`config.mk`:
```
export PLATFORM = sky130hd
export DESIGN_NAME = cbvt_rootdiv
export DESIGN_NICKNAME = d
export VERILOG_FILES = /design/src/rtl/cbvt_pkg.sv /design/src/rtl/cbvt_rootdiv.sv
export SDC_FILE = /design/constraint.sdc
export NUM_CORES = 1
export LEC_CHECK = 0
export BUFFER_PORTS_ARGS = -buffer_cell sky130_fd_sc_hd__buf_2
export CAP_MARGIN = 10
export CORE_MARGIN = 2
export CORE_UTILIZATION = 42
export CTS_CLUSTER_DIAMETER = 100
export DETAILED_ROUTE_END_ITERATION = 8
export SLEW_MARGIN = 30
export SYNTH_ARGS = -nofsm -noshare
export SYNTH_HDL_FRONTEND = slang
export SYNTH_SLANG_ARGS = --single-unit
```
`constraint.sdc`:
```
create_clock -name clk -period 14.7 [get_ports clk]
set_input_delay 2.205 -clock clk [delete_from_list [all_inputs] [get_ports clk]]
set_output_delay 2.205 -clock clk [all_outputs]
set_load 0.02 [all_outputs]
```
`src/rtl/cbvt_pkg.sv`:
```
// ----------------------------------------------------------------------------
// cbvt_pkg: shared types and constants
// Status codes, register indexes and fixed widths of the camera basis block.
// ----------------------------------------------------------------------------
`default_nettype none

package cbvt_pkg;

    // Result status codes
    localparam logic [1:0] ST_OK    = 2'd0;
    localparam logic [1:0] ST_DEGEN = 2'd1;
    localparam logic [1:0] ST_SAT   = 2'd2;

    // Configuration register indexes
    localparam logic [1:0] CFG_FOCUS_X = 2'd0;
    localparam logic [1:0] CFG_FOCUS_Y = 2'd1;
    localparam logic [1:0] CFG_FOCUS_Z = 2'd2;

    // Fixed widths of the orthogonalization and normalization paths
    localparam int PRE_LO_TOP = 15;   // prescale target before Gram-Schmidt
    localparam int PRE_HI_TOP = 30;   // prescale target before normalizing
    localparam int FS_W       = 16;   // prescaled forward / up component
    localparam int FF_W       = 32;   // forward dot forward (unsigned)
    localparam int WF_W       = 34;   // up dot forward (signed)
    localparam int R_W        = 49;   // residual up component (signed)
    localparam int SQ_W       = 62;   // sum of squares of a prescaled vector
    localparam int ROOT_W     = 31;   // integer square root of that sum

    // Command to the shared root / divide unit
    typedef struct packed {
        logic start;
        logic sqrt_op;
    } cbvt_rd_cmd_t;

endpackage

`default_nettype wire

```
`src/rtl/cbvt_rootdiv.sv`:
```
// ----------------------------------------------------------------------------
// cbvt_rootdiv: iterative square root and divider
// Bit-serial integer square root (two bits a step) and restoring divider
// (one quotient bit a step), sharing one command port and result.
// ----------------------------------------------------------------------------
`default_nettype none

module cbvt_rootdiv
    import cbvt_pkg::*;
#(
    parameter int DW = 47
)
(
    input  wire logic                clk,
    input  wire logic                rst_n,
    input  wire cbvt_rd_cmd_t        cmd,
    input  wire logic [SQ_W-1:0]     radicand,
    input  wire logic [DW-1:0]       dividend,
    input  wire logic [ROOT_W-1:0]   divisor,
    output logic                     done,
    output logic [DW-1:0]            result
);

    localparam int CNT_W     = $clog2(DW);
    localparam int SQ_STEPS  = SQ_W / 2;

    logic                busy_reg, busy_next;
    logic                done_reg, done_next;
    logic                sqrt_reg, sqrt_next;
    logic [CNT_W-1:0]    cnt_reg, cnt_next;
    logic [SQ_W-1:0]     s_reg, s_next;
    logic [SQ_W:0]       r_reg, r_next;
    logic [SQ_W:0]       bit_reg, bit_next;
    logic [DW-1:0]       dvd_reg, dvd_next;
    logic [ROOT_W-1:0]   rem_reg, rem_next;
    logic [ROOT_W-1:0]   dvsr_reg, dvsr_next;
    logic [DW-1:0]       quo_reg, quo_next;

    logic [SQ_W:0]       trial;
    logic                sq_ge;
    logic [ROOT_W:0]     rem_sh;
    logic                dv_ge;

    // One step of each recurrence
    always_comb
    begin
        trial  = r_reg + bit_reg;
        sq_ge  = {1'b0, s_reg} >= trial;
        rem_sh = {rem_reg, dvd_reg[DW-1]};
        dv_ge  = rem_sh >= {1'b0, dvsr_reg};
    end

    // Sequencing
    always_comb
    begin
        busy_next = busy_reg;
        done_next = 1'b0;
        sqrt_next = sqrt_reg;
        cnt_next  = cnt_reg;
        s_next    = s_reg;
        r_next    = r_reg;
        bit_next  = bit_reg;
        dvd_next  = dvd_reg;
        rem_next  = rem_reg;
        dvsr_next = dvsr_reg;
        quo_next  = quo_reg;
        if (!busy_reg)
        begin
            if (cmd.start)
            begin
                busy_next = 1'b1;
                sqrt_next = cmd.sqrt_op;
                if (cmd.sqrt_op)
                begin
                    s_next   = radicand;
                    r_next   = '0;
                    bit_next = (SQ_W+1)'(1) << (SQ_W - 2);
                    cnt_next = CNT_W'(SQ_STEPS - 1);
                end
                else
                begin
                    dvd_next  = dividend;
                    rem_next  = '0;
                    quo_next  = '0;
                    dvsr_next = divisor;
                    cnt_next  = CNT_W'(DW - 1);
                end
            end
        end
        else
        begin
            if (sqrt_reg)
            begin
                if (sq_ge)
                begin
                    s_next = s_reg - trial[SQ_W-1:0];
                    r_next = (r_reg >> 1) + bit_reg;
                end
                else
                begin
                    r_next = r_reg >> 1;
                end
                bit_next = bit_reg >> 2;
            end
            else
            begin
                rem_next = dv_ge ? ROOT_W'(rem_sh - {1'b0, dvsr_reg}) : rem_sh[ROOT_W-1:0];
                quo_next = {quo_reg[DW-2:0], dv_ge};
                dvd_next = dvd_reg << 1;
            end
            if (cnt_reg == '0)
            begin
                busy_next = 1'b0;
                done_next = 1'b1;
            end
            else
            begin
                cnt_next = cnt_reg - 1'b1;
            end
        end
    end

    // Control registers
    always_ff @(posedge clk or negedge rst_n)
    begin
        if (!rst_n)
        begin
            busy_reg <= 1'b0;
            done_reg <= 1'b0;
            sqrt_reg <= 1'b0;
            cnt_reg  <= '0;
        end
        else
        begin
            busy_reg <= busy_next;
            done_reg <= done_next;
            sqrt_reg <= sqrt_next;
            cnt_reg  <= cnt_next;
        end
    end

    // Datapath registers
    always_ff @(posedge clk)
    begin
        s_reg    <= s_next;
        r_reg    <= r_next;
        bit_reg  <= bit_next;
        dvd_reg  <= dvd_next;
        rem_reg  <= rem_next;
        dvsr_reg <= dvsr_next;
        quo_reg  <= quo_next;
    end

    assign done   = done_reg;
    assign result = sqrt_reg ? DW'(r_reg[ROOT_W-1:0]) : quo_reg;

endmodule

`default_nettype wire

```
Word-level counts from Yosys, hierarchy flattened
Cells that the tools add are included.

operators by class
  $lt $le $gt $ge = 2
  bitwise logic cells = 2
  mux-type cells = 37
  reduce and logical (&&, ||, !) cells = 9
  equal/unequal tests = 5
  add/sub/neg operators = 5

operators with widths
  cell                                                                 count
  63-bit 2-to-1 mux                                                    9
  47-bit 2-to-1 mux                                                    9
  62-bit 2-to-1 mux                                                    5
  31-bit 2-to-1 mux                                                    5
  62-bit by 63-bit adder with 63-bit output                            1
  63-bit adder                                                         1
  62-bit by 63-bit greater-or-equal comparator with 1-bit output       1
  62-bit subtractor                                                    1
  32-bit by 31-bit greater-or-equal comparator with 1-bit output       1
  31-bit subtractor                                                    1
  6-bit 2-to-1 mux                                                     4
  3-bit AND reduction                                                  3
  6-bit logical NOT                                                    1
  2-bit by 1-bit != test with 1-bit output (second input constant)     3
  6-bit by 1-bit subtractor with 6-bit output (second input constant)  1
  1-bit 2-to-1 mux                                                     5
  2-bit != test (second input constant)                                2
  2-bit AND reduction                                                  2
  4-bit AND reduction                                                  1
  2-bit nonzero test                                                   2
  1-bit inverter                                                       2

word-level totals
  flip-flop bits (word level) = 353
  output and inout bits = 48
  word-level logic and storage cells = 71
  bits of input ports = 144

Depth between registers and ports, before layout
  depth after elaboration = 5
  gate-level depth with buffers = 25
  mapped depth without buffers = 23

Worst setup path before layout
Ideal clock, no wire load.

  path kind = reg-to-reg
  from = register r_reg[2]
  to = register s_reg[0], enable pin
  library setup time = 568 ps
  required time = 14132 ps
  slack = 4897 ps
  buffers on the path = 2
  cell stages (with the launch flop) = 23
  period minus slack after synthesis = 9803 ps
  arrival time = 9235 ps
  cells stage by stage = edfxtp_1 > ha_1 > a311o_1 > a31o_2 > a211oi_2 > o211a_1 > o41ai_1 > a21o_1 > a21o_1 > a31o_1 > a31oi_1 > xor2_1 > ha_1 > nand2_1 > o21ai_0 > nor2_1 > o41ai_1 > o21ai_1 > o21ai_1 > nand3_2 > buf_2 > buf_2 > o21ai_0

on the way
  word-level cells in the longest chain between the ends = 4

RTL lines
  what                                                            line                 source
  from (decl)                                                     cbvt_rootdiv.sv:32   logic [SQ_W:0] r_reg, r_next;
  from (signal assigned)                                          cbvt_rootdiv.sv:146  r_reg <= r_next;
  63-bit adder                                                    cbvt_rootdiv.sv:47   trial = r_reg + bit_reg;
  62-bit by 63-bit greater-or-equal comparator with 1-bit output  cbvt_rootdiv.sv:48   sq_ge = {1'b0, s_reg} >= trial;
  2-bit by 1-bit != test with 1-bit output (no line)              --
  4-bit AND reduction (no line)                                   --
  to (signal assigned)                                            cbvt_rootdiv.sv:145  s_reg <= s_next;
  to (decl)                                                       cbvt_rootdiv.sv:31   logic [SQ_W-1:0] s_reg, s_next;

No other way between the ends.
A chain may end at the register's enable or synchronous reset.

Worst setup path in the final report
  from = register r_reg[2]
  to = register s_reg[53], enable pin

The elaborated chain is that of the path after synthesis.

==> results.md <==
- The number of buffer cells added on primary ports is 191.
- For this run, design rule violations remaining after detail routing come to 0.
- The sort of element at the start of the critical path is a flop.
- The vias per cell is 5.69.
- Leaving out filler cells and counting taps, the final layout contains 3161.
- The reg2reg setup slack is 7.94 ns.
- Of the cells placed in the final design, the portion with a size suffix greater than 1 is 18.2%.
- The launch instance of the worst min-delay path is cnt_reg[5]$_DFFE_PN0P_.
- The number of cells on the worst reg-to-reg path is 23.
- Traced cell by cell, the critical path runs through ha_1, a311o_1, a31o_2, a211oi_2, o211a_1, o41ai_1, a21o_1, a21o_1, a31o_1, a31oi_1, xor2_1, ha_1, nand4_1, nor4_1, and4_1, a31oi_1, o21ai_0, a21oi_1, o21ai_1, nand3_2, buf_4, o21ai_4, buf_4.
- The number of nets with antenna violations after routing is 0.
- The capture endpoint of the worst hold path is done$_DFF_PN0_.
- Setup repair after global routing left no endpoint under its margin.
- The largest net degree at the start of global routing is 76.
- After the first detailed-routing iteration, the DRC count stood at 1308.
- STA puts the critical path data required time at 14.88 ns.
- Timing analysis after detailed placement gives a worst setup slack of 7.90 ns.
- The count of endpoints failing hold in the final timing report is 0.
- The count of pins on the block boundary is 192.
- The H-tree was split into 2 levels.
- The endpoint of the lowest-slack register-to-register path is s_reg[53]$_DFFE_PP_.
- Along the worst hold path, the cell count comes to 1.
- The cell count after placement is 3085.
- The path class of the tightest hold or removal check is reg2reg.
- The synthesized netlist contains 82 unique library cells.
- The number of gates given a new drive strength after cts is 0.
- After synthesis, the share of flip-flops with an asynchronous set or reset is 2.80%.
- The area growth from synthesis to layout is 12.6%.
- The count of TritonRoute iterations in the first routing pass is 6.
- Buffers added to address setup during post-CTS repair amount to 0.
- The register bit total from synthesis is 321.
- After filler insertion, the fill cell instance count of the layout stands at 5052.
- The critical path's slowest cell is buf_4.
- The initial core utilization is 42.6%.
- The via total after detailed routing is 18000.
- The first global-routing pass estimated 93100 um of wire.
- The initial antenna violation count is 2.
- Clock latency on the worst-skew pair, taken at its later pin, is 0.56 ns.
- Across the whole layout, storage elements account for 9600 um^2.
- For this block, the routed nets add up to 59300 um of wire.
- After synthesis the cells add up to 23000 um^2.
- The worst pin sits at a relative slew slack of 31.7%.
- TritonCTS built the clock tree.
- The total grt overflow is 0.
- The die height is 238 um.
- The worst setup path is of the reg2reg kind.
- The proportion of synthesized chip area in sequential cells is 41.7%.
- The area of the die is 56700 um^2.
- The average wire per standard cell is 18.8 um.
- The clock tree buffer depth is 3.
- The number of gates on the worst path with buffers counted is 23.
- The area inside the core boundary is 54000 um^2.
- For this run, the post-layout net count is 2736.
- The number of buffers added by the clock tree synthesis step is 41.
- The number of max-capacitance violations reported is 0.
- Summing all multi-input logic gate instances after layout gives 12700 um^2.
- The wire-length estimate of the detail-placed layout is 43300 um.
- The run finished with clean final reports.
- At the pin with the least slew margin, the transition time is 1.01 ns.
- The type of destination of the critical path is a flop.
- The average size of a mapped cell is 10.1 um^2.
- The max-slew violation total from the final report is 0.
- The maximum fanout along the worst path is 62.
- The total buffers and inverters traversed by the critical path is 2.
- The number of instances in the synthesized netlist is 2280.
- The summed negative setup slack over all endpoints is 0 ns.
- On the final layout, the worst clock skew is 0.0168 ns.
- The number of enable-type register cells in the synthesized netlist is 312.
- The post-CTS clock slew at the launch and capture registers of the worst setup and hold paths is 0.06 ns.
- The most used flip-flop cell after synthesis is edfxtp_1.
- The number of hold buffers added after cts is 0.
- The final worst-path setup slack is 7.94 ns.
- The floorplan die width is 238 um.
- The total routing resource utilization after global routing is 20.5%.
- The number of endpoints failing setup at the final stage is 0.
- The synthesized net count is 2584.
- The CTS sink count is 321.
- Clock tree synthesis selected as its root buffer the cell clkbuf_16.
- The via count of the first global-routing pass is 17400.
- The maximum cell stage delay along the critical path is 0.69 ns.
- The congestion estimate from routability-driven global placement came to 0.930.
- The data arrival at the endpoint of the critical path is 6.94 ns.
- At the end of the flow the core is filled with cells to 47.9%.
- Timing would allow up to 0.148 GHz.
- The cell family with the largest share of critical-path delay is compound AO/OA/AOI/OAI gates.
- The standard-cell row count is 85.
- The final worst-path cycle share is 46.0%.
- The startpoint of the worst register-to-register path is r_reg[2]$_SDFFCE_PN0P_.
- The minimum period implied by the final worst setup slack is 6.76 ns.
- The number of synthesis warnings is 0.
- The number of flip-flops under the largest register name is 63.
## kinds of logic (layout without fill, tap and decap cells)
family / after synthesis / after routing / share of synthesized area, %
adder cells (fa/ha/maj): 160 / 160 / 8.77
XOR/XNOR: 172 / 172 / 6.55
AO/OA/AOI/OAI: 601 / 601 / 17.2
buffers and inverters: 177 / 360 / 3.13
AND/OR/NAND/NOR: 684 / 684 / 14.8
multiplexers: 165 / 165 / 7.88
flip-flops: 321 / 321 / 41.7
other: 0 / 2 / 0
## layout make-up
class | instances | area share (%)
inverter | 82 | 1.19
timing repair buffer | 204 | 4.07
multi-input combinational | 1782 | 49.2
antenna | 2 | 0.0193
tap | 696 | 3.36
clock inverter | 25 | 1.06
sequential | 321 | 37.1
clock buffer | 49 | 4.08
## through the flow
| stage | hold slack [ns] | cell area, um^2 |
|---|---|---|
| 4_1_cts | 0.520 | 25900 |
| 3_3_place_gp | 0.494 | 24600 |
| 6_report | 0.531 | 25900 |
| 3_5_place_dp | 0.500 | 24600 |
| 5_1_grt | 0.549 | 25900 |
| 2_1_floorplan | 0.463 | 23000 |
## how the worst max path moves through the flow
stage / startpoint / to / slack [ns]
after floorplan: r_reg[2]$_SDFFCE_PN0P_ / s_reg[0]$_DFFE_PP_ / 4.90
after global placement: r_reg[2]$_SDFFCE_PN0P_ / s_reg[47]$_DFFE_PP_ / 8.06
after detailed placement: r_reg[2]$_SDFFCE_PN0P_ / s_reg[53]$_DFFE_PP_ / 7.90
after CTS: r_reg[2]$_SDFFCE_PN0P_ / s_reg[9]$_DFFE_PP_ / 7.89
after global routing: r_reg[2]$_SDFFCE_PN0P_ / s_reg[53]$_DFFE_PP_ / 7.51
final: r_reg[2]$_SDFFCE_PN0P_ / s_reg[53]$_DFFE_PP_ / 7.94
## synth_stat cells (43+ instances only)
library cell	number	area, um^2
nand2_1	173	649
clkbuf_1	61	229
nor2_1	163	612
mux2_2	125	1410
a21o_1	50	375
ha_1	158	1980
edfxtp_1	312	9370
a31oi_1	48	300
a21oi_1	154	771
inv_1	82	308
xor2_1	84	736
nor2b_1	43	269
o21ai_0	122	611
and2_1	94	588
xnor2_1	88	771
## routing by layer
metal	vias to the layer above	routed length (um)	GRT usage [%]
met5	-	0	0
met4	0	2110	7.56
met3	102	3610	4.53
met1	8573	28900	29.5
met2	485	24700	30.1
li1	8819	-	-
## layout by cell type, fill, tap and decap left out, types with 29 or more instances in the layout
cell type and n:
nor2_1 162, nor3_1 31, nand4_1 41, xor2_1 84, edfxtp_1 312, nor2b_1 43, and2_1 94, buf_2 191
inv_1 81, ha_1 158, nand2b_1 29, nand3_1 41, o21ai_0 121, mux2_2 125, a21o_1 50, xnor2_1 88
a21oi_1 154, mux2i_1 39, clkbuf_16 41, nand2_1 172, a31oi_1 48
## worst reg2reg max path, cell delays in order (launching register included)
cell and delay (ns):
edfxtp_1 0.49, ha_1 0.41, a311o_1 0.40, a31o_2 0.29, a211oi_2 0.35, o211a_1 0.29
o41ai_1 0.15, a21o_1 0.28, a21o_1 0.23, a31o_1 0.25, a31oi_1 0.20, xor2_1 0.12
ha_1 0.40, nand4_1 0.18, nor4_1 0.30, and4_1 0.21, a31oi_1 0.09, o21ai_0 0.13
a21oi_1 0.08, o21ai_1 0.21, nand3_2 0.10, buf_4 0.29, o21ai_4 0.20, buf_4 0.69
Power is not shown: default switching activity piles up to over one toggle a cycle in this logic, so the estimate is an artifact.
